### src/ilsm_pkg.sv
// Shared constants and types of the inverse lifting subband merge.
`default_nettype none

package ilsm_pkg;

	// configuration port
	localparam int CFG_IDX_BITS  = 8;
	localparam int CFG_DATA_BITS = 13;

	localparam logic [CFG_IDX_BITS-1:0] REG_TILE_ROWS  = 8'd0;
	localparam logic [CFG_IDX_BITS-1:0] REG_TILE_COLS  = 8'd1;
	localparam logic [CFG_IDX_BITS-1:0] REG_FIRST_TILE = 8'd2;
	localparam logic [CFG_IDX_BITS-1:0] REG_LAST_TILE  = 8'd3;

	localparam int ROW_BITS = 12;
	localparam int COL_BITS = 12;

	// stencil operands: <row role>_<coef>_<column role>
	// row role C = row r, P = previous row, N = next row
	// column role C = c, P = c+1, M = c-1, MN = column after c-1
	localparam int OP_C_LH_C  = 0;
	localparam int OP_C_HH_C  = 1;
	localparam int OP_C_HH_P  = 2;
	localparam int OP_P_HH_C  = 3;
	localparam int OP_P_HH_P  = 4;
	localparam int OP_N_LH_C  = 5;
	localparam int OP_N_HH_C  = 6;
	localparam int OP_N_HH_P  = 7;
	localparam int OP_C_LH_M  = 8;
	localparam int OP_C_HH_M  = 9;
	localparam int OP_C_HH_MN = 10;
	localparam int OP_P_HH_M  = 11;
	localparam int OP_P_HH_MN = 12;
	localparam int OP_N_LH_M  = 13;
	localparam int OP_N_HH_M  = 14;
	localparam int OP_N_HH_MN = 15;
	localparam int OP_C_LL_C  = 16;
	localparam int OP_C_HL_C  = 17;
	localparam int OP_C_LL_P  = 18;
	localparam int OP_P_HL_C  = 19;
	localparam int OP_C_HL_M  = 20;
	localparam int OP_N_LL_C  = 21;
	localparam int OP_COUNT   = 22;

	// position tag that rides along with one result
	typedef struct packed {
		logic [ROW_BITS-1:0] row;
		logic [COL_BITS-1:0] col;
		logic                done;
	} pos_t;

endpackage

`default_nettype wire

### src/ilsm_stencil.sv
// Lifting arithmetic: three-stage pipeline from operand set to low/high values.
`default_nettype none

module ilsm_stencil #(
	parameter int COEF_BITS = 24
) (
	input  wire logic                                            clk,
	input  wire logic                                            arst_n,
	input  wire logic                                            in_valid,
	output logic                                                 in_ready,
	input  wire logic [ilsm_pkg::OP_COUNT-1:0][COEF_BITS-1:0]    in_ops,
	input  wire ilsm_pkg::pos_t                                  in_pos,
	output logic                                                 out_valid,
	input  wire logic                                            out_ready,
	output logic signed [COEF_BITS+1:0]                          out_low,
	output logic signed [COEF_BITS+1:0]                          out_high,
	output ilsm_pkg::pos_t                                       out_pos
);

	localparam int W = COEF_BITS;
	typedef logic signed [W+2:0] wide_t;

	wide_t ext [ilsm_pkg::OP_COUNT];

	always_comb begin
		for (int i = 0; i < ilsm_pkg::OP_COUNT; i++)
			ext[i] = wide_t'(signed'(in_ops[i]));
	end

	// handshake
	logic v3_q, v4_q, vo_q;
	logic rdy_o, rdy_4, rdy_3;

	assign rdy_o    = !vo_q || out_ready;
	assign rdy_4    = !v4_q || rdy_o;
	assign rdy_3    = !v3_q || rdy_4;
	assign in_ready = rdy_3;

	always_ff @(posedge clk or negedge arst_n) begin
		if (!arst_n) begin
			v3_q <= 1'b0;
			v4_q <= 1'b0;
			vo_q <= 1'b0;
		end else begin
			if (rdy_3)
				v3_q <= in_valid;
			if (rdy_4)
				v4_q <= v3_q;
			if (rdy_o)
				vo_q <= v4_q;
		end
	end

	// stage 3: four-term sums
	logic signed [W+1:0] hpc_s3, hnc_s3, hpm_s3, hnm_s3, lsum_s3, hsum_s3;
	logic signed [W-1:0] lpc_s3, lnc_s3, lpm_s3, lnm_s3, hh_s3;
	ilsm_pkg::pos_t      pos_s3;

	always_ff @(posedge clk) begin
		if (rdy_3 && in_valid) begin
			hpc_s3  <= (W+2)'(ext[ilsm_pkg::OP_C_HH_C] + ext[ilsm_pkg::OP_C_HH_P]
				+ ext[ilsm_pkg::OP_P_HH_C] + ext[ilsm_pkg::OP_P_HH_P]);
			hnc_s3  <= (W+2)'(ext[ilsm_pkg::OP_C_HH_C] + ext[ilsm_pkg::OP_C_HH_P]
				+ ext[ilsm_pkg::OP_N_HH_C] + ext[ilsm_pkg::OP_N_HH_P]);
			hpm_s3  <= (W+2)'(ext[ilsm_pkg::OP_C_HH_M] + ext[ilsm_pkg::OP_C_HH_MN]
				+ ext[ilsm_pkg::OP_P_HH_M] + ext[ilsm_pkg::OP_P_HH_MN]);
			hnm_s3  <= (W+2)'(ext[ilsm_pkg::OP_C_HH_M] + ext[ilsm_pkg::OP_C_HH_MN]
				+ ext[ilsm_pkg::OP_N_HH_M] + ext[ilsm_pkg::OP_N_HH_MN]);
			lsum_s3 <= (W+2)'(ext[ilsm_pkg::OP_C_LL_C] + ext[ilsm_pkg::OP_C_HL_C]
				+ ext[ilsm_pkg::OP_C_LL_P] + ext[ilsm_pkg::OP_P_HL_C]);
			hsum_s3 <= (W+2)'(ext[ilsm_pkg::OP_C_LL_C] + ext[ilsm_pkg::OP_C_HL_C]
				+ ext[ilsm_pkg::OP_C_HL_M] + ext[ilsm_pkg::OP_N_LL_C]);
			lpc_s3  <= in_ops[ilsm_pkg::OP_C_LH_C];
			lnc_s3  <= in_ops[ilsm_pkg::OP_N_LH_C];
			lpm_s3  <= in_ops[ilsm_pkg::OP_C_LH_M];
			lnm_s3  <= in_ops[ilsm_pkg::OP_N_LH_M];
			hh_s3   <= in_ops[ilsm_pkg::OP_C_HH_C];
			pos_s3  <= in_pos;
		end
	end

	// stage 4: predictions, low value, high partial
	wide_t pc_w;
	assign pc_w = wide_t'(lpc_s3) - (wide_t'(hpc_s3) >>> 3);

	logic signed [W:0]   pc_s4, nc_s4, pm_s4, nm_s4, hsub_s4;
	logic signed [W+1:0] low_s4;
	ilsm_pkg::pos_t      pos_s4;

	always_ff @(posedge clk) begin
		if (rdy_4 && v3_q) begin
			pc_s4   <= (W+1)'(pc_w);
			nc_s4   <= (W+1)'(wide_t'(lnc_s3) - (wide_t'(hnc_s3) >>> 3));
			pm_s4   <= (W+1)'(wide_t'(lpm_s3) - (wide_t'(hpm_s3) >>> 3));
			nm_s4   <= (W+1)'(wide_t'(lnm_s3) - (wide_t'(hnm_s3) >>> 3));
			low_s4  <= (W+2)'(pc_w - (wide_t'(lsum_s3) >>> 3));
			hsub_s4 <= (W+1)'(wide_t'(hh_s3) - (wide_t'(hsum_s3) >>> 3));
			pos_s4  <= pos_s3;
		end
	end

	// output register
	wide_t psum;
	assign psum = wide_t'(pm_s4) + wide_t'(pc_s4) + wide_t'(nc_s4) + wide_t'(nm_s4);

	always_ff @(posedge clk) begin
		if (rdy_o && v4_q) begin
			out_low  <= low_s4;
			out_high <= (W+2)'(wide_t'(hsub_s4) + (psum >>> 2));
			out_pos  <= pos_s4;
		end
	end

	assign out_valid = vo_q;

endmodule

`default_nettype wire

### config.mk
export PLATFORM = sky130hd
export DESIGN_NAME = ilsm_stencil
export DESIGN_NICKNAME = d
export VERILOG_FILES = /design/src/ilsm_pkg.sv /design/src/ilsm_stencil.sv
export SDC_FILE = /design/constraint.sdc
export NUM_CORES = 1
export LEC_CHECK = 0
export BUFFER_PORTS_ARGS = -buffer_cell sky130_fd_sc_hd__buf_2
export CAP_MARGIN = 0
export CORE_MARGIN = 2
export CORE_UTILIZATION = 63
export CTS_BUF_LIST = sky130_fd_sc_hd__clkbuf_4 sky130_fd_sc_hd__clkbuf_8 sky130_fd_sc_hd__clkbuf_16
export CTS_CLUSTER_DIAMETER = 80
export DETAILED_ROUTE_END_ITERATION = 8
export PLACE_DENSITY = 0.94
export SKIP_CTS_REPAIR_TIMING = 1
export SLEW_MARGIN = 5
export SYNTH_ARGS = -nofsm -noshare
export SYNTH_HDL_FRONTEND = slang
export SYNTH_SLANG_ARGS = --single-unit
### constraint.sdc
create_clock -name clk -period 18.12 [get_ports clk]
set_clock_uncertainty 0.2 [all_clocks]
set_input_delay 2.718 -clock clk [delete_from_list [all_inputs] [get_ports clk]]
set_output_delay 2.718 -clock clk [all_outputs]
set_load 0.01 [all_outputs]
==> metrics.yaml <==
outcome:
  outcome: "completed"
logic_synthesis:
  ys_seq_area_frac: 0.3937
  yosysTopAreaCellShare: 0.3918
  syn_avg_cell_area_um2: 10.29
  synth_seq_cells: 539
  synthCells: 3992
  yosysTopAreaCell: "edfxtp_1"
  yosys_warnings: 0
  synth_ff_type: "edfxtp_1"
  synth_fp_nets: 5166
  syn-cell-area_mm2: 0.04108
  ys_types: 91
  synthArstFlopShare: 0.005566
  synth-edff-count: 536
  synthTopCellsByArea: "edfxtp_1 39%, ha_1 13%, fa_1 10%, inv_1 8.2%, xnor2_1 4.9%"
setup_path:
  worstSetupStartpointType: "input port"
  arrival_ns: 8.33
  cp_cell_sequence: "buf_2 -> ha_1 -> fa_1 -> a21o_1 -> a21oi_1 -> o21bai_1 -> a21oi_1 -> a211oi_1 -> o31ai_1 -> o21bai_1 -> a21oi_1 -> xor2_1 -> fa_1 -> inv_1 -> ha_1 -> a211oi_1 -> o21ai_0 -> a31o_1 -> a221o_1 -> a31o_2 -> nor4_1 -> a211oi_1"
  cp-end-kind: "register"
  slowest_stage: "o31ai_1"
  cp.required_ns: 18.27
  crit_type: "input port to register"
  crit_buf_inv: 2
  crit_fanout: 6
  max_stage_delay_ns: 0.62
  cpLargestDelayFamily: "compound AO/OA/AOI/OAI gates"
clock_network:
  cts_tree: "yes"
  numCtsBuffers: 56
  clkTransAtPathRegs_ns: 0.06
  cts_sinks: 539
  clkLatencyLatePin_ns: 0.63
  cts_max_level: 2
  clockBufferDepth: 3
  cts-root-buf: "clkbuf_16"
cells_and_area:
  multi_input_area_mm2: 0.02148
  layout_commonest_cell: "inv_1"
  fin_area_mm2: 0.04733
  fin_cells: 5592
  seqCellArea_mm2: 0.01617
  mostFrequentLayoutCells: "894 x inv_1, 635 x buf_2, 536 x edfxtp_1"
  fill_cells: 4498
  layout.nets: 5844
  area_delta_synth_final_pct: 15.22
  drive_above_1_share: 0.1683
placed_design:
  globalplace.congestion: 0.9770
  dp_cells: 5467
  dpl_cell_area_mm2: 0.04530
  port_buffers: 635
  place_hpwl_mm: 93.07
  dp_slack_ns: 9.358
timing:
  grt_setup_unrepaired: "false"
  setup_viol: 0
  tightest_slew_ns: 1.170
  max_freq_mhz: 122.2
  setup_ws_ns: 9.935
  hold_viol: 0
  min_period_ns: 8.185
  maxSlewHeadroom: 0.2199
  maxSlewViolCount: 0
  finalSetupTns_ns: 0
  fin_crit_sh: 0.4517
detailed_routing:
  via_per_inst: 5.648
  first_pass_iters: 7
  avgRoutedWirePerCell_um: 20.35
  ant_nets: 0
  drc: 0
  vias: 31581
  wl_mm: 113.8
  drtIter0Drc: 2742
grt:
  grt_pass1_vias: 32167
  track_usage: 0.3364
  antenna_found_initial: 32
  grt_overflow: 0
  grt_pass1_wl_mm: 172.4
  grt_start_max_net_pins: 173
die:
  num_rows: 93
  design.core.area_mm2: 0.06446
  die_area_mm2: 0.06726
  dieHeight_um: 259.3
  io_pins: 636
  dieWidth_um: 259.3
  start_util: 0.6372
worst_hold_path:
  hold_class: "register to register"
flow_run:
  cap_violations: 0
==> flip-flops by register name, summed over array words and instances, names as in the netlist, 24 cells and up <==
signal	flops
hsub_s4	25
pos_s4	25
out_high	26
lpm_s3	24
low_s4	26
lnc_s3	24
out_pos	25
lnm_s3	24
out_low	26
pm_s4	25
nc_s4	25
lpc_s3	24
nm_s4	25
hh_s3	24
pos_s3	25
pc_s4	25
==> cell type report <==
cell class / count / area share
flip-flops and latches: 539 / 0.3417
clock buffers: 64 / 0.03188
repair buffers: 639 / 0.06805
clock inverters: 41 / 0.009967
inverters: 894 / 0.07090
well taps: 855 / 0.02260
multi-input cells: 2540 / 0.4539
diodes: 20 / 0.001057
==> cells in the mapped netlist (all sizes together), types with 28 or more instances <==
cell type and instances:
a211oi 28, a21o 149, a21oi 286, a31oi 36, edfxtp 536, fa 205, ha 412, inv 894
nand2 149, nand2b 43, nand3 69, nor2 192, nor2b 57, nor3 62, o21a 50, o21ai 138
o21bai 42, xnor2 231, xor2 116
==> worst paths after layout <==
check                      startpoint            to  slack [ns]  cells past startpoint
max                        in_ops[24]    hpc_s3[25]        9.94                     22
min                        low_s4[19]   out_low[19]        0.21                      0
max reg2reg                  pc_s4[1]  out_high[24]       11.86                     22
min reg2reg                low_s4[19]   out_low[19]        0.21                      0
max in group asynchronous      arst_n          v3_q       15.93                      1
min in group asynchronous      arst_n     out_valid        1.68                      1
==> cell families after synthesis <==
logic type               Yosys count  synth area share
buffers and inverters            913           0.08355
AND/OR/NAND/NOR                  704           0.08444
AO/OA/AOI/OAI                    869            0.1382
multiplexers                       3         0.0007615
flip-flops                       539            0.3937
XOR/XNOR                         347           0.07399
adder cells (fa/ha/maj)          617            0.2254
==> per-stage QoR <==
stage | hold slack, ns | utilization
floorplan | 0.2003 | -
global placement | 0.2002 | 0.7027
detailed placement | 0.2045 | 0.7027
CTS | 0.2062 | 0.7334
global route | 0.2173 | 0.7338
finish | 0.2100 | 0.7342
==> layer usage <==
metal | track usage | up-vias | part of all wire
met5 | 0 | - | 0.0017
met4 | 0.1242 | 28 | 0.041
met3 | 0.06132 | 274 | 0.080
met2 | 0.6033 | 1359 | 0.50
met1 | 0.4030 | 14968 | 0.37
li1 | - | 14952 | -
==> worst reg2reg max path, cell delays in order, from the launching register on <==
cell,delay (ns)
edfxtp_1,0.48
inv_1,0.10
fa_1,0.54
inv_1,0.05
fa_1,0.41
ha_1,0.32
and4b_1,0.23
o31a_1,0.28
o31ai_1,0.33
nand2b_1,0.09
a21oi_1,0.23
o21ai_0,0.13
xnor2_1,0.32
ha_1,0.36
a21oi_1,0.34
nor2_1,0.07
a21oi_1,0.17
o211ai_1,0.13
a31oi_1,0.31
nor2_1,0.07
a211oi_1,0.44
o21ai_0,0.19
xor2_1,0.17
Power is left out: the tool's default activity adds up to more than one toggle a clock period on the data nets, which glitch-free logic cannot reach.
